<file path="src/hw/rtl/assert_macros.svh">
// Assertion macros used by the parser core.
`ifndef ASSERT_MACROS_SVH
`define ASSERT_MACROS_SVH
`ifndef ASSERT_OFF
`define ASSERT_IMPLIES(label, clk, rst, pre, post) \
   label: assert property (@(posedge clk) disable iff (rst) (pre) |-> (post)) \
      else $error("assertion failed");
`define ASSERT_NEXT(label, clk, rst, pre, post) \
   label: assert property (@(posedge clk) disable iff (rst) (pre) |=> (post)) \
      else $error("assertion failed");
`else
`define ASSERT_IMPLIES(label, clk, rst, pre, post)
`define ASSERT_NEXT(label, clk, rst, pre, post)
`endif
`endif

</file>
<file path="src/hw/rtl/hrhp_pkg.sv">
// Package: constants, types and character helpers of the request head parser.
`timescale 1ns / 1ps
`default_nettype none
package hrhp_pkg;
   localparam int MIN_BUFFER = 8;
   localparam int POS_WIDTH = 16;
   localparam logic [POS_WIDTH-1:0] POS_MAX = '1;

   typedef enum logic [16:0] {
      PH_BEGIN     = 17'h00001,
      PH_METHOD    = 17'h00002,
      PH_METH_SP   = 17'h00004,
      PH_PRE_URI   = 17'h00008,
      PH_URI       = 17'h00010,
      PH_VER_NAME  = 17'h00020,
      PH_VER_MAJ0  = 17'h00040,
      PH_VER_MAJOR = 17'h00080,
      PH_VER_DOT   = 17'h00100,
      PH_VER_MINOR = 17'h00200,
      PH_VER_END   = 17'h00400,
      PH_LINE_END  = 17'h00800,
      PH_BLANK_CR  = 17'h01000,
      PH_HNAME     = 17'h02000,
      PH_HCOLON    = 17'h04000,
      PH_HVALUE    = 17'h08000,
      PH_HCR       = 17'h10000
   } phase_type;

   localparam logic [3:0] ST_OK = 4'd0;
   localparam logic [3:0] ST_SHORT = 4'd1;
   localparam logic [3:0] ST_METHOD = 4'd2;
   localparam logic [3:0] ST_URI = 4'd3;
   localparam logic [3:0] ST_VERSION = 4'd4;
   localparam logic [3:0] ST_UNSUPP = 4'd5;
   localparam logic [3:0] ST_CRLF = 4'd6;
   localparam logic [3:0] ST_HEADER = 4'd7;
   localparam logic [3:0] ST_CHAR = 4'd8;
   localparam logic [3:0] ST_LENGTH = 4'd9;
   localparam logic [3:0] ST_END = 4'd10;
   localparam logic [3:0] ST_TOO_LARGE = 4'd11;
   localparam logic [3:0] ST_INCOMPLETE = 4'd12;

   localparam logic [2:0] M_NONE = 3'd0;
   localparam logic [2:0] M_GET = 3'd1;
   localparam logic [2:0] M_HEAD = 3'd2;
   localparam logic [2:0] M_POST = 3'd3;
   localparam logic [2:0] M_OPTIONS = 3'd4;

   // Header names and values matched without regard to case.
   localparam logic [8*14-1:0] KEY_LEN_TEXT = "content-length";
   localparam logic [8*10-1:0] KEY_CON_TEXT = "connection";
   localparam logic [8*10-1:0] KEY_KEEP_TEXT = "keep-alive";
   localparam logic [8*5-1:0] KEY_CLOSE_TEXT = "close";

   // Parser state carried from byte to byte.
   typedef struct packed {
      phase_type              phase;
      logic [3:0]             idx;
      logic [POS_WIDTH-1:0]   pos;
      logic [2:0]             meth;
      logic [7:0]             major;
      logic [7:0]             minor;
      logic [POS_WIDTH-1:0]   uri_start;
      logic [POS_WIDTH-1:0]   uri_count;
      logic [1:0]             name_flags;
      logic [2:0]             value_flags;
      logic [31:0]            length;
      logic [1:0]             alive;
      logic                   draining;
   } pstate_type;

   // One finished result.
   typedef struct packed {
      logic [3:0]  status;
      logic [2:0]  method;
      logic [7:0]  major;
      logic [7:0]  minor;
      logic [15:0] uri_offset;
      logic [15:0] uri_bytes;
      logic [31:0] body_length;
      logic        persist;
      logic [15:0] body_offset;
   } result_type;

   function automatic logic is_digit(input logic [7:0] c);
      return c >= 8'd48 && c <= 8'd57;
   endfunction

   function automatic logic is_header(input logic [7:0] c);
      return is_digit(c) || (c >= 8'd65 && c <= 8'd90) || (c >= 8'd97 && c <= 8'd122)
         || c == 8'd45 || c == 8'd95;
   endfunction

   function automatic logic is_uri(input logic [7:0] c);
      return (c >= 8'd35 && c <= 8'd38) || (c >= 8'd43 && c <= 8'd59) || c == 8'd61
         || (c >= 8'd63 && c <= 8'd90) || c == 8'd95 || (c >= 8'd97 && c <= 8'd122);
   endfunction

   function automatic logic [7:0] to_lower(input logic [7:0] c);
      return (c >= 8'd65 && c <= 8'd90) ? c + 8'd32 : c;
   endfunction

   // Remaining method letters after the first.
   function automatic logic [7:0] method_char(input logic [2:0] m, input logic [3:0] i);
      logic [7:0] r;
      r = 8'd0;
      case (m)
         M_GET: case (i) 4'd0: r = "E"; 4'd1: r = "T"; default: r = 8'd0; endcase
         M_HEAD: case (i) 4'd0: r = "E"; 4'd1: r = "A"; 4'd2: r = "D";
            default: r = 8'd0; endcase
         M_POST: case (i) 4'd0: r = "O"; 4'd1: r = "S"; 4'd2: r = "T";
            default: r = 8'd0; endcase
         M_OPTIONS: case (i) 4'd0: r = "P"; 4'd1: r = "T"; 4'd2: r = "I";
            4'd3: r = "O"; 4'd4: r = "N"; 4'd5: r = "S"; default: r = 8'd0; endcase
         default: r = 8'd0;
      endcase
      return r;
   endfunction

   function automatic logic [3:0] method_len(input logic [2:0] m);
      logic [3:0] r;
      case (m)
         M_GET: r = 4'd2;
         M_HEAD: r = 4'd3;
         M_POST: r = 4'd3;
         M_OPTIONS: r = 4'd6;
         default: r = 4'd0;
      endcase
      return r;
   endfunction

   function automatic logic [7:0] key_char(input logic [1:0] k, input logic [3:0] i);
      // k: 0 content-length, 1 connection, 2 keep-alive, 3 close
      logic [7:0] r;
      r = 8'd0;
      case (k)
         2'd0: if (i < 4'd14) r = KEY_LEN_TEXT[8*(13-i) +: 8];
         2'd1: if (i < 4'd10) r = KEY_CON_TEXT[8*(9-i) +: 8];
         2'd2: if (i < 4'd10) r = KEY_KEEP_TEXT[8*(9-i) +: 8];
         default: if (i < 4'd5) r = KEY_CLOSE_TEXT[8*(4-i) +: 8];
      endcase
      return r;
   endfunction
endpackage
`default_nettype wire

</file>
<file path="src/hw/rtl/hrhp_step.sv">
// Combinational next-state and result logic for one request byte.
`timescale 1ns / 1ps
`default_nettype none
module hrhp_step (
   input  hrhp_pkg::pstate_type  cur,
   input  logic [7:0]            c,
   input  logic [15:0]           left,
   output hrhp_pkg::pstate_type  nxt,
   output logic                  emit,
   output hrhp_pkg::result_type  res
);
   localparam logic [hrhp_pkg::POS_WIDTH-1:0] POS_ZERO = '0;
   localparam logic [hrhp_pkg::POS_WIDTH-1:0] POS_ONE = 1;

   hrhp_pkg::pstate_type s;
   hrhp_pkg::pstate_type rst_state;
   logic                 st_v;
   logic [3:0]           st;
   logic                 last;
   logic [15:0]          remaining;
   logic [35:0]          len_mul;
   logic [11:0]          d8;
   logic [7:0]           dig;
   logic [3:0]           mlen;
   logic                 alive_out;
   logic                 name_hit0;
   logic                 name_hit1;
   logic                 val_hit0;
   logic                 val_hit1;
   logic [3:0]           idx_bump;

   always_comb begin
      rst_state = '0;
      rst_state.phase = hrhp_pkg::PH_BEGIN;
      rst_state.name_flags = 2'b11;
      rst_state.value_flags = 3'b111;
      rst_state.alive = 2'b01;

      last = left <= 16'd1;
      remaining = (left == 16'd0) ? 16'd0 : left - 16'd1;
      dig = c - 8'd48;
      mlen = hrhp_pkg::method_len(cur.meth);
      idx_bump = (cur.idx < 4'd15) ? cur.idx + 4'd1 : cur.idx;
      name_hit0 = hrhp_pkg::to_lower(c) == hrhp_pkg::key_char(2'd0, cur.idx)
         && cur.idx < 4'd14;
      name_hit1 = hrhp_pkg::to_lower(c) == hrhp_pkg::key_char(2'd1, cur.idx)
         && cur.idx < 4'd10;
      val_hit0 = hrhp_pkg::to_lower(c) == hrhp_pkg::key_char(2'd2, cur.idx)
         && cur.idx < 4'd10;
      val_hit1 = hrhp_pkg::to_lower(c) == hrhp_pkg::key_char(2'd3, cur.idx)
         && cur.idx < 4'd5;
      len_mul = {4'd0, cur.length} * 36'd10 + {28'd0, dig};
      d8 = {4'd0, (cur.phase == hrhp_pkg::PH_VER_MAJOR) ? cur.major : cur.minor}
         * 12'd10 + {4'd0, dig};

      s = cur;
      st_v = 1'b0;
      st = hrhp_pkg::ST_OK;
      case (cur.phase)
         hrhp_pkg::PH_BEGIN: begin
            if (c == " ") begin
            end else if (c == "G" || c == "H" || c == "P" || c == "O") begin
               s.meth = (c == "G") ? hrhp_pkg::M_GET : (c == "H") ? hrhp_pkg::M_HEAD :
                  (c == "P") ? hrhp_pkg::M_POST : hrhp_pkg::M_OPTIONS;
               s.idx = 4'd0;
               s.phase = hrhp_pkg::PH_METHOD;
            end else begin
               st_v = 1'b1; st = hrhp_pkg::ST_METHOD;
            end
         end
         hrhp_pkg::PH_METHOD: begin
            if (cur.idx >= mlen || c != hrhp_pkg::method_char(cur.meth, cur.idx)) begin
               st_v = 1'b1; st = hrhp_pkg::ST_METHOD;
            end else begin
               s.idx = cur.idx + 4'd1;
               if (cur.idx + 4'd1 == mlen) s.phase = hrhp_pkg::PH_METH_SP;
            end
         end
         hrhp_pkg::PH_METH_SP: begin
            if (c != " ") begin
               st_v = 1'b1; st = hrhp_pkg::ST_METHOD;
            end else s.phase = hrhp_pkg::PH_PRE_URI;
         end
         hrhp_pkg::PH_PRE_URI: begin
            if (c == " ") begin
            end else if (!hrhp_pkg::is_uri(c)) begin
               st_v = 1'b1; st = hrhp_pkg::ST_URI;
            end else begin
               s.uri_start = cur.pos;
               s.uri_count = POS_ONE;
               s.phase = hrhp_pkg::PH_URI;
            end
         end
         hrhp_pkg::PH_URI: begin
            if (hrhp_pkg::is_uri(c)) begin
               if (cur.uri_count != hrhp_pkg::POS_MAX) s.uri_count = cur.uri_count + POS_ONE;
            end else if (c != " ") begin
               st_v = 1'b1; st = hrhp_pkg::ST_URI;
            end else begin
               s.idx = 4'd0;
               s.phase = hrhp_pkg::PH_VER_NAME;
            end
         end
         hrhp_pkg::PH_VER_NAME: begin
            if (cur.idx >= 4'd5 || c != ((cur.idx == 4'd4) ? 8'h2F :
                (cur.idx == 4'd0) ? 8'h48 : (cur.idx == 4'd3) ? 8'h50 : 8'h54)) begin
               st_v = 1'b1; st = hrhp_pkg::ST_VERSION;
            end else begin
               s.idx = cur.idx + 4'd1;
               if (cur.idx == 4'd4) s.phase = hrhp_pkg::PH_VER_MAJ0;
            end
         end
         hrhp_pkg::PH_VER_MAJ0: begin
            if (!hrhp_pkg::is_digit(c)) begin
               st_v = 1'b1; st = hrhp_pkg::ST_VERSION;
            end else begin
               s.major = dig;
               s.phase = hrhp_pkg::PH_VER_MAJOR;
            end
         end
         hrhp_pkg::PH_VER_MAJOR: begin
            if (hrhp_pkg::is_digit(c)) s.major = (d8 > 12'd255) ? 8'd255 : d8[7:0];
            else if (c != ".") begin
               st_v = 1'b1; st = hrhp_pkg::ST_VERSION;
            end else s.phase = hrhp_pkg::PH_VER_DOT;
         end
         hrhp_pkg::PH_VER_DOT, hrhp_pkg::PH_VER_MINOR: begin
            if (hrhp_pkg::is_digit(c)) begin
               s.minor = (cur.phase == hrhp_pkg::PH_VER_DOT) ? dig :
                  ((d8 > 12'd255) ? 8'd255 : d8[7:0]);
               s.phase = hrhp_pkg::PH_VER_MINOR;
            end else if (c != 8'h0D) begin
               st_v = 1'b1; st = hrhp_pkg::ST_VERSION;
            end else s.phase = hrhp_pkg::PH_VER_END;
         end
         hrhp_pkg::PH_VER_END: begin
            if (cur.major != 8'd1 && cur.minor != 8'd0 && cur.minor != 8'd1) begin
               st_v = 1'b1; st = hrhp_pkg::ST_UNSUPP;
            end else if (c != 8'h0A) begin
               st_v = 1'b1; st = hrhp_pkg::ST_VERSION;
            end else s.phase = hrhp_pkg::PH_LINE_END;
         end
         hrhp_pkg::PH_LINE_END: begin
            if (c == 8'h0D) s.phase = hrhp_pkg::PH_BLANK_CR;
            else if (!hrhp_pkg::is_header(c)) begin
               st_v = 1'b1; st = hrhp_pkg::ST_HEADER;
            end else begin
               // first name byte is always compared at index zero
               s.name_flags = {hrhp_pkg::to_lower(c) == "c", hrhp_pkg::to_lower(c) == "c"};
               s.idx = 4'd1;
               s.phase = hrhp_pkg::PH_HNAME;
            end
         end
         hrhp_pkg::PH_BLANK_CR: begin
            st_v = 1'b1;
            st = (c == 8'h0A) ? hrhp_pkg::ST_OK : hrhp_pkg::ST_CRLF;
         end
         hrhp_pkg::PH_HNAME: begin
            if (hrhp_pkg::is_header(c)) begin
               s.name_flags = cur.name_flags & {name_hit1, name_hit0};
               s.idx = idx_bump;
            end else if (c != ":") begin
               st_v = 1'b1; st = hrhp_pkg::ST_CHAR;
            end else begin
               s.name_flags = cur.name_flags & {cur.idx == 4'd10, cur.idx == 4'd14};
               s.phase = hrhp_pkg::PH_HCOLON;
            end
         end
         hrhp_pkg::PH_HCOLON, hrhp_pkg::PH_HVALUE: begin
            if (cur.phase == hrhp_pkg::PH_HCOLON && c == " ") begin
            end else if (hrhp_pkg::is_uri(c)) begin
               // first value byte restarts the value match at index zero
               if (cur.phase == hrhp_pkg::PH_HCOLON) begin
                  s.value_flags = {hrhp_pkg::is_digit(c), hrhp_pkg::to_lower(c) == "c",
                     hrhp_pkg::to_lower(c) == "k"};
                  s.idx = 4'd1;
               end else begin
                  s.value_flags = cur.value_flags & {hrhp_pkg::is_digit(c), val_hit1, val_hit0};
                  s.idx = idx_bump;
               end
               if (hrhp_pkg::is_digit(c) && cur.name_flags[0])
                  s.length = (len_mul[35:32] != 4'd0) ? 32'hFFFF_FFFF : len_mul[31:0];
               s.phase = hrhp_pkg::PH_HVALUE;
            end else if (cur.phase == hrhp_pkg::PH_HCOLON) begin
               st_v = 1'b1; st = hrhp_pkg::ST_CHAR;
            end else if (c != 8'h0D) begin
               st_v = 1'b1; st = hrhp_pkg::ST_END;
            end else begin
               s.value_flags = cur.value_flags & {1'b1, cur.idx == 4'd5, cur.idx == 4'd10};
               s.phase = hrhp_pkg::PH_HCR;
            end
         end
         hrhp_pkg::PH_HCR: begin
            if (cur.name_flags[0] && !cur.value_flags[2]) begin
               s.length = 32'd0;
               st_v = 1'b1; st = hrhp_pkg::ST_LENGTH;
            end else begin
               if (cur.name_flags[1]) begin
                  s.alive[1] = 1'b1;
                  if (cur.value_flags[0]) s.alive[0] = 1'b1;
                  else if (cur.value_flags[1]) s.alive[0] = 1'b0;
                  else begin
                     st_v = 1'b1; st = hrhp_pkg::ST_HEADER;
                  end
               end
               if (!st_v) begin
                  if (c != 8'h0A) begin
                     st_v = 1'b1; st = hrhp_pkg::ST_CRLF;
                  end else s.phase = hrhp_pkg::PH_LINE_END;
               end
            end
         end
         default: begin
            st_v = 1'b1; st = hrhp_pkg::ST_END;
         end
      endcase

      // the short-buffer check overrides parsing of the first byte
      if (cur.phase == hrhp_pkg::PH_BEGIN && cur.pos == POS_ZERO
          && left < 16'(hrhp_pkg::MIN_BUFFER)) begin
         s = cur;
         st_v = 1'b1;
         st = hrhp_pkg::ST_SHORT;
      end else begin
         if (cur.pos != hrhp_pkg::POS_MAX) s.pos = cur.pos + POS_ONE;
         if (!st_v && last) begin
            st_v = 1'b1; st = hrhp_pkg::ST_INCOMPLETE;
         end
      end
      if (st_v && s.length > {16'd0, remaining}) st = hrhp_pkg::ST_TOO_LARGE;

      alive_out = s.alive[1] ? s.alive[0] : (s.major != 8'd0);
      res.status = st;
      res.method = (s.phase == hrhp_pkg::PH_BEGIN || s.phase == hrhp_pkg::PH_METHOD) ?
         hrhp_pkg::M_NONE : s.meth;
      res.major = s.major;
      res.minor = s.minor;
      res.uri_offset = 16'(s.uri_start);
      res.uri_bytes = 16'(s.uri_count);
      res.body_length = s.length;
      res.persist = alive_out;
      res.body_offset = (st == hrhp_pkg::ST_SHORT) ? 16'd0 : 16'(s.pos);

      emit = st_v && !cur.draining;
      if (cur.draining) nxt = last ? rst_state : cur;
      else if (st_v) begin
         if (last) nxt = rst_state;
         else begin
            nxt = s;
            nxt.draining = 1'b1;
         end
      end else nxt = s;
   end
endmodule
`default_nettype wire

</file>
<file path="src/hw/rtl/http_request_head_parser_core.sv">
// Top level of the HTTP request head parser: byte handshake and result register.
//
//   channel  direction  handshake              payload
//   req_     in         req_valid / req_ready  req_data_byte, req_bytes_left
//   rsp_     out        rsp_valid / rsp_ready  status, method, version, uri, body fields
//
// A request is parsed in the cycle it is accepted; its result, if any, is
// registered and shown the next cycle, so one byte per cycle is sustained.
// The only stall is a pending result: a new request is taken while the
// result register is empty or is being drained in the same cycle.
// Reset (synchronous, active high) puts the parser at the start of a buffer.
`timescale 1ns / 1ps
`default_nettype none
`include "assert_macros.svh"
module http_request_head_parser_core (
   input  logic        clock,
   input  logic        reset,
   input  logic        req_valid,
   output logic        req_ready,
   input  logic [7:0]  req_data_byte,
   input  logic [15:0] req_bytes_left,
   output logic        rsp_valid,
   input  logic        rsp_ready,
   output logic [3:0]  rsp_status,
   output logic [2:0]  rsp_method,
   output logic [7:0]  rsp_version_major,
   output logic [7:0]  rsp_version_minor,
   output logic [15:0] rsp_uri_offset,
   output logic [15:0] rsp_uri_bytes,
   output logic [31:0] rsp_body_length,
   output logic        rsp_persist,
   output logic [15:0] rsp_body_offset
);
   hrhp_pkg::pstate_type state_ff;
   hrhp_pkg::pstate_type state_in;
   hrhp_pkg::result_type res_ff;
   hrhp_pkg::result_type res_in;
   hrhp_pkg::pstate_type rst_state;
   logic                 emit;
   logic                 valid_ff;
   logic                 valid_in;
   logic                 take;

   hrhp_step u_step (
      .cur  (state_ff),
      .c    (req_data_byte),
      .left (req_bytes_left),
      .nxt  (state_in),
      .emit (emit),
      .res  (res_in)
   );

   // accept while the result slot is free or emptying this cycle
   assign req_ready = !valid_ff || rsp_ready;
   assign take = req_valid && req_ready;
   assign valid_in = take ? emit : (valid_ff && !rsp_ready);

   always_comb begin
      rst_state = '0;
      rst_state.phase = hrhp_pkg::PH_BEGIN;
      rst_state.name_flags = 2'b11;
      rst_state.value_flags = 3'b111;
      rst_state.alive = 2'b01;
   end

   always_ff @(posedge clock) begin
      if (reset) begin
         state_ff <= rst_state;
         valid_ff <= 1'b0;
      end else begin
         if (take) state_ff <= state_in;
         valid_ff <= valid_in;
      end
   end

   // hold payload until taken
   always_ff @(posedge clock) begin
      if (take && emit) res_ff <= res_in;
   end

   assign rsp_valid = valid_ff;
   assign rsp_status = res_ff.status;
   assign rsp_method = res_ff.method;
   assign rsp_version_major = res_ff.major;
   assign rsp_version_minor = res_ff.minor;
   assign rsp_uri_offset = res_ff.uri_offset;
   assign rsp_uri_bytes = res_ff.uri_bytes;
   assign rsp_body_length = res_ff.body_length;
   assign rsp_persist = res_ff.persist;
   assign rsp_body_offset = res_ff.body_offset;

   `ASSERT_IMPLIES(a_no_take_when_full, clock, reset, valid_ff && !rsp_ready, !req_ready)
   `ASSERT_NEXT(a_emit_drains, clock, reset, take && emit && req_bytes_left > 16'd1,
      state_ff.draining)
   `ASSERT_NEXT(a_last_resets, clock, reset, take && req_bytes_left <= 16'd1,
      state_ff.phase == hrhp_pkg::PH_BEGIN && !state_ff.draining)
   `ASSERT_IMPLIES(a_drain_silent, clock, reset, state_ff.draining, !emit)
endmodule
`default_nettype wire

</file>
<file path="config.mk">
export PLATFORM = sky130hd
export DESIGN_NAME = http_request_head_parser_core
export DESIGN_NICKNAME = d
export VERILOG_FILES = /design/src/hw/rtl/hrhp_pkg.sv /design/src/hw/rtl/hrhp_step.sv /design/src/hw/rtl/http_request_head_parser_core.sv
export VERILOG_INCLUDE_DIRS = /design/src /design/src/hw/rtl
export SDC_FILE = /design/constraint.sdc
export NUM_CORES = 1
export LEC_CHECK = 0
export BUFFER_PORTS_ARGS = -buffer_cell sky130_fd_sc_hd__buf_2
export CAP_MARGIN = 20
export CORE_MARGIN = 4
export CORE_UTILIZATION = 47
export CTS_CLUSTER_DIAMETER = 200
export DETAILED_ROUTE_END_ITERATION = 8
export PLACE_DENSITY = 0.67
export SYNTH_ARGS = -nofsm -noshare
export SYNTH_HDL_FRONTEND = slang
export SYNTH_SLANG_ARGS = --single-unit
</file>
<file path="constraint.sdc">
create_clock -name clock -period 15.3 [get_ports clock]
set_clock_uncertainty 0.15 [all_clocks]
set_input_delay 2.295 -clock clock [delete_from_list [all_inputs] [get_ports clock]]
set_output_delay 2.295 -clock clock [all_outputs]
set_load 0.03 [all_outputs]
</file>
[Word-level counts from Yosys, hierarchy flattened]
Index checks and enable logic that the tools add are counted.
W data, S select, Z words.
Word-level totals
  register bits after elaboration: 233
  bits of input ports: 28
Operators by class
  $add $sub $neg: 11
  $mul: 2
  order comparisons: 21
  equal/unequal tests: 60
  shift operators: 4
  multiplexer cells: 169
  bitwise logic cells: 4
  reduce and logical (&&, ||, !) cells: 56
Operator list (number)
  $mux W128: 4
  $mux W17: 20
  $pmux W17 S14: 1
  $mux W32: 6
  $mux W21: 9
  $shiftx A80 B33 Y8 const A: 2
  $mux W8: 15
  $shiftx A112 B33 Y8 const A: 1
  $mux W16: 6
  $mux W4: 23
  $mux W91: 1
  $pmux W32 S2: 1
  $mux W3: 20
  $pmux W4 S15: 1
  $eq A8 B7 Y1 const B: 7
  $pmux W7 S3: 2
  $pmux W7 S6: 1
  $shiftx A40 B33 Y8 const A: 1
  $add A36 B8 Y36: 1
  $mul A32 B3 Y35 const B: 1
  $mux W1: 35
  $mux W35: 1
  $eq A17 B1 Y1 const B: 2
  $eq A17 B2 Y1 const B: 2
  other kinds (74): 164

[Logic depth before layout (Yosys ltp)]
  depth in word-level cells: 17
  depth in mapped cells: 35

[Hierarchy]
A second synthesis with hierarchy kept.
Unflattened totals
  cell total of the unflattened synthesis: 2689
  area total of the unflattened synthesis: 21350.5 sq um
Modules (own cells, without submodules)
  hrhp_step: times used 1, cells an instance 1997, area an instance 12517.0 sq um
  http_request_head_parser_core: times used 1, cells an instance 692, area an instance 8833.5 sq um

[Least setup slack after synthesis]
Ideal clock, no wire load.
  path type: input-to-reg
  start point: in req_data_byte[2]
  end point: reg res_ff, in the netlist rsp_status[1], data pin
  library setup time: 271 ps
  arrival time: 8273 ps
  required time: 14879 ps
  slack: 6606 ps
  stages: 31
  buffers on the path: 3
  path through: inv_1 > clkbuf_1 > fa_1 > nor2b_1 > o21ai_1 > a21boi_0 > o211ai_1 > a2111oi_4 > nand3_2 > nor4_4 > nand4_2 > mux2i_1 > nor2b_2 > buf_6 > clkbuf_1 > a31oi_1 > ha_1 > a21o_1 > a21o_1 > a21o_1 > a21o_1 > a21oi_1 > o221ai_1 > o21ai_0 > o311ai_0 > nand2b_1 > nor4_1 > nand4_1 > a2111o_1 > nor4_4 > o22ai_1
RTL lines
  start: declaration: line http_request_head_parser_core.sv:20  | input logic [7:0] req_data_byte,
  end signal: assignment: line http_request_head_parser_core.sv:78  | if (take && emit) res_ff <= res_in;
  end: declaration: line http_request_head_parser_core.sv:36  | hrhp_pkg::result_type res_ff;

==> flow_metrics.py <==
metrics = {
    "cells_and_area": {
        "stdcell_area_um2": 20100,
        "utilization": 0.530,
        "area_growth_pct": 10.7,
        "diodes": 0,
        "fin_cells": 2835,
        "final-seq-area_um2": 5710,
        "fill_cells": 3608,
        "multiInputGateArea_um2": 11700,
        "final_nets": 2461,
        "drive_above_1_share": 0.109,
    },
    "synthesis": {
        "ys_types": 105,
        "synth_ff_type": "dfxtp_1",
        "ys_seq_elements": 233,
        "async_flop_share": 0,
        "synth_nets": 2406,
        "synth_edf_count": 104,
        "ys_seq_area_frac": 0.315,
        "syn_inst": 2247,
        "ys_warn_count": 0,
        "avgSynthCellArea_um2": 8.06,
        "synth.cell_area_um2": 18100,
    },
    "placed_design": {
        "place_ws_ps": 4170,
        "numPortBuffers": 133,
        "dp_hpwl_um": 44200,
        "place_area_um2": 19100,
        "gp_congestion": 0.966,
        "place_inst": 2783,
    },
    "timing": {
        "drv_slew": 0,
        "max_freq_ghz": 0.0933,
        "setup_viol": 0,
        "rsz0062_at_grt": "no",
        "maxSlewHeadroom": 0.297,
        "worst_slack_ps": 4580,
        "timing_hold_violations_final": 0,
        "post-route-min-period_ps": 10720,
        "hold-worst-slack_ps": 328,
        "finalSetupTns_ps": 0,
        "timing.final.crit_share": 0.701,
        "tightest_slew_ps": 1050,
    },
    "global_routing": {
        "grt_pass1_wl_um": 93600,
        "grt_max_degree": 87,
        "grt_pass1_vias": 16500,
        "antenna_found_initial": 1,
        "overflow": 0,
        "grt_usage": 0.276,
    },
    "routing": {
        "totalWireLength_um": 59800,
        "wire_per_inst_um": 21.1,
        "initialDrtViolationCount": 1611,
        "drt_pass1_iterations": 5,
        "vias_per_cell": 6.30,
        "dr_total_vias": 17900,
        "drc": 0,
        "drtAntennaViolNets": 0,
    },
    "clock_tree": {
        "clkTransAtPathRegs_ps": 60,
        "htreeDepth": 1,
        "cts_buffer_depth": 3,
        "cts-root-buf": "clkbuf_16",
        "worstSkewPairLatency_ps": 600,
        "cts_tree": "done",
        "cts_sinks": 233,
        "cts_resized": 0,
        "numCtsBuffers": 28,
        "cts_setup_buffers": 0,
        "cts-hold-fix-buffers": 0,
    },
    "die": {
        "start_util": 0.479,
        "num_rows": 71,
        "core_um2": 37800,
        "die_w_um": 204,
        "die_y_um": 204,
        "io_pins": 134,
        "die_area_um2": 41800,
    },
    "setup_path": {
        "critPathKind": "input port to flip-flop",
        "cp_data_arrival_time_ps": 10890,
        "startpoint_type": "input port",
        "cp-end-kind": "flip-flop",
        "path_max_fanout": 19,
        "slowest_delay_ps": 810,
        "crit_required_ps": 15470,
        "crit_slowest_cell": "nor2b_2",
    },
    "power_and_ir_drop": {
        "p_leak_nw": 8.02,
        "finalPower_mw": 1.55,
        "irDropWorstVdd_v": 0.0000905,
        "p_per_area_nw_per_um2": 77.5,
    },
    "run": {
        "cap_viol_max_count": 0,
    },
    "hold_path": {
        "hold_class": "flip-flop to flip-flop",
    },
    "status": {
        "status": "finished clean",
    },
}
[final timing paths]
kind	from	endpoint	slack (ps)	cells after the start
setup / recovery	req_data_byte[2]	rsp_status[1]	4580	30
setup reg to reg	state_ff[4]	rsp_status[1]	6070	31
hold / removal	state_ff[1]	state_ff[1]	330	2
hold reg to reg	state_ff[1]	state_ff[1]	330	2
[where the power goes]
part	switching (mW)	total [mW]	internal (mW)
clock	0.286	0.704	0.418
combinational	0.131	0.172	0.0402
sequential	0.00754	0.679	0.671
[flip-flops by register name, summed over array words and instances (netlist names)]
signal             flops
state_ff             128
rsp_body_length       32
rsp_body_offset       16
rsp_uri_bytes         16
rsp_uri_offset        16
rsp_version_major      8
rsp_version_minor      8
rsp_status             4
rsp_method             3
rsp_persist            1
rsp_valid              1
[metal layers]
| layer | vias to the layer above | share of wire | global-route usage |
|---|---|---|---|
| met3 | 89 | 0.080 | 0.0421 |
| li1 | 8463 | - | - |
| met5 | - | 0 | 0 |
| met1 | 8577 | 0.46 | 0.404 |
| met4 | 0 | 0.022 | 0.0598 |
| met2 | 743 | 0.44 | 0.432 |
[critical path, delay by kind of cell]
kind / cells / cell delay [ps]
multiplexers: 1 / 190
AND/OR/NAND/NOR: 13 / 3770
buffers and inverters: 2 / 810
AO/OA/AOI/OAI: 12 / 2880
adder cells (fa/ha/maj): 2 / 890
[placed cells by master (no fill, tap or decap), types with 16 or more instances in the layout]
cell	count
a211oi_1	16
a21o_1	23
a21oi_1	161
a22oi_1	103
a31oi_1	37
and2_1	21
and3_1	30
buf_2	132
buf_4	23
clkbuf_16	28
dfxtp_1	129
edfxtp_1	104
ha_1	127
inv_1	57
nand2_1	243
nand2b_1	30
nand3_1	87
nand4_1	30
nor2_1	266
nor2b_1	30
nor3_1	47
nor3b_1	16
nor4_1	38
o21ai_0	115
o22ai_1	19
xnor2_1	78
xor2_1	38
[cells by family after synthesis]
family / count (synthesis) / synth area share
adders and majority gates: 131 / 0.0921
DFF: 233 / 0.315
and+or+nand+nor: 930 / 0.255
AOI/OAI and AO/OA: 637 / 0.233
buffers and inverters: 189 / 0.0415
xor gates and xnor gates: 117 / 0.0570
muxes: 10 / 0.00608
[cells in the mapped netlist (16+ instances only)]
cell | number | area share
a21o_1 | 23 | 0.0095
nor3_1 | 49 | 0.014
a22oi_1 | 103 | 0.043
a21oi_1 | 161 | 0.044
nand3_1 | 87 | 0.024
nand2b_1 | 30 | 0.010
nor3b_1 | 16 | 0.0066
xnor2_1 | 78 | 0.038
a31oi_1 | 37 | 0.013
edfxtp_1 | 104 | 0.17
nor2_1 | 267 | 0.055
o22ai_1 | 19 | 0.0066
and2_1 | 21 | 0.0073
nor2b_1 | 30 | 0.010
inv_1 | 58 | 0.012
xor2_1 | 38 | 0.018
nor4_1 | 38 | 0.013
nand4_1 | 30 | 0.010
dfxtp_1 | 129 | 0.14
and3_1 | 30 | 0.010
clkbuf_1 | 109 | 0.023
a211oi_1 | 16 | 0.0066
nand2_1 | 243 | 0.050
o21ai_0 | 115 | 0.032
ha_1 | 127 | 0.088
[layout make-up]
type | instances | area share
clock buffer | 37 | 0.0376
tap | 511 | 0.0319
inverter | 59 | 0.0112
sequential | 233 | 0.285
multi-input combinational | 1825 | 0.582
timing repair buffer | 155 | 0.0416
clock inverter | 15 | 0.0108
Power figures use the tool's default switching activity.
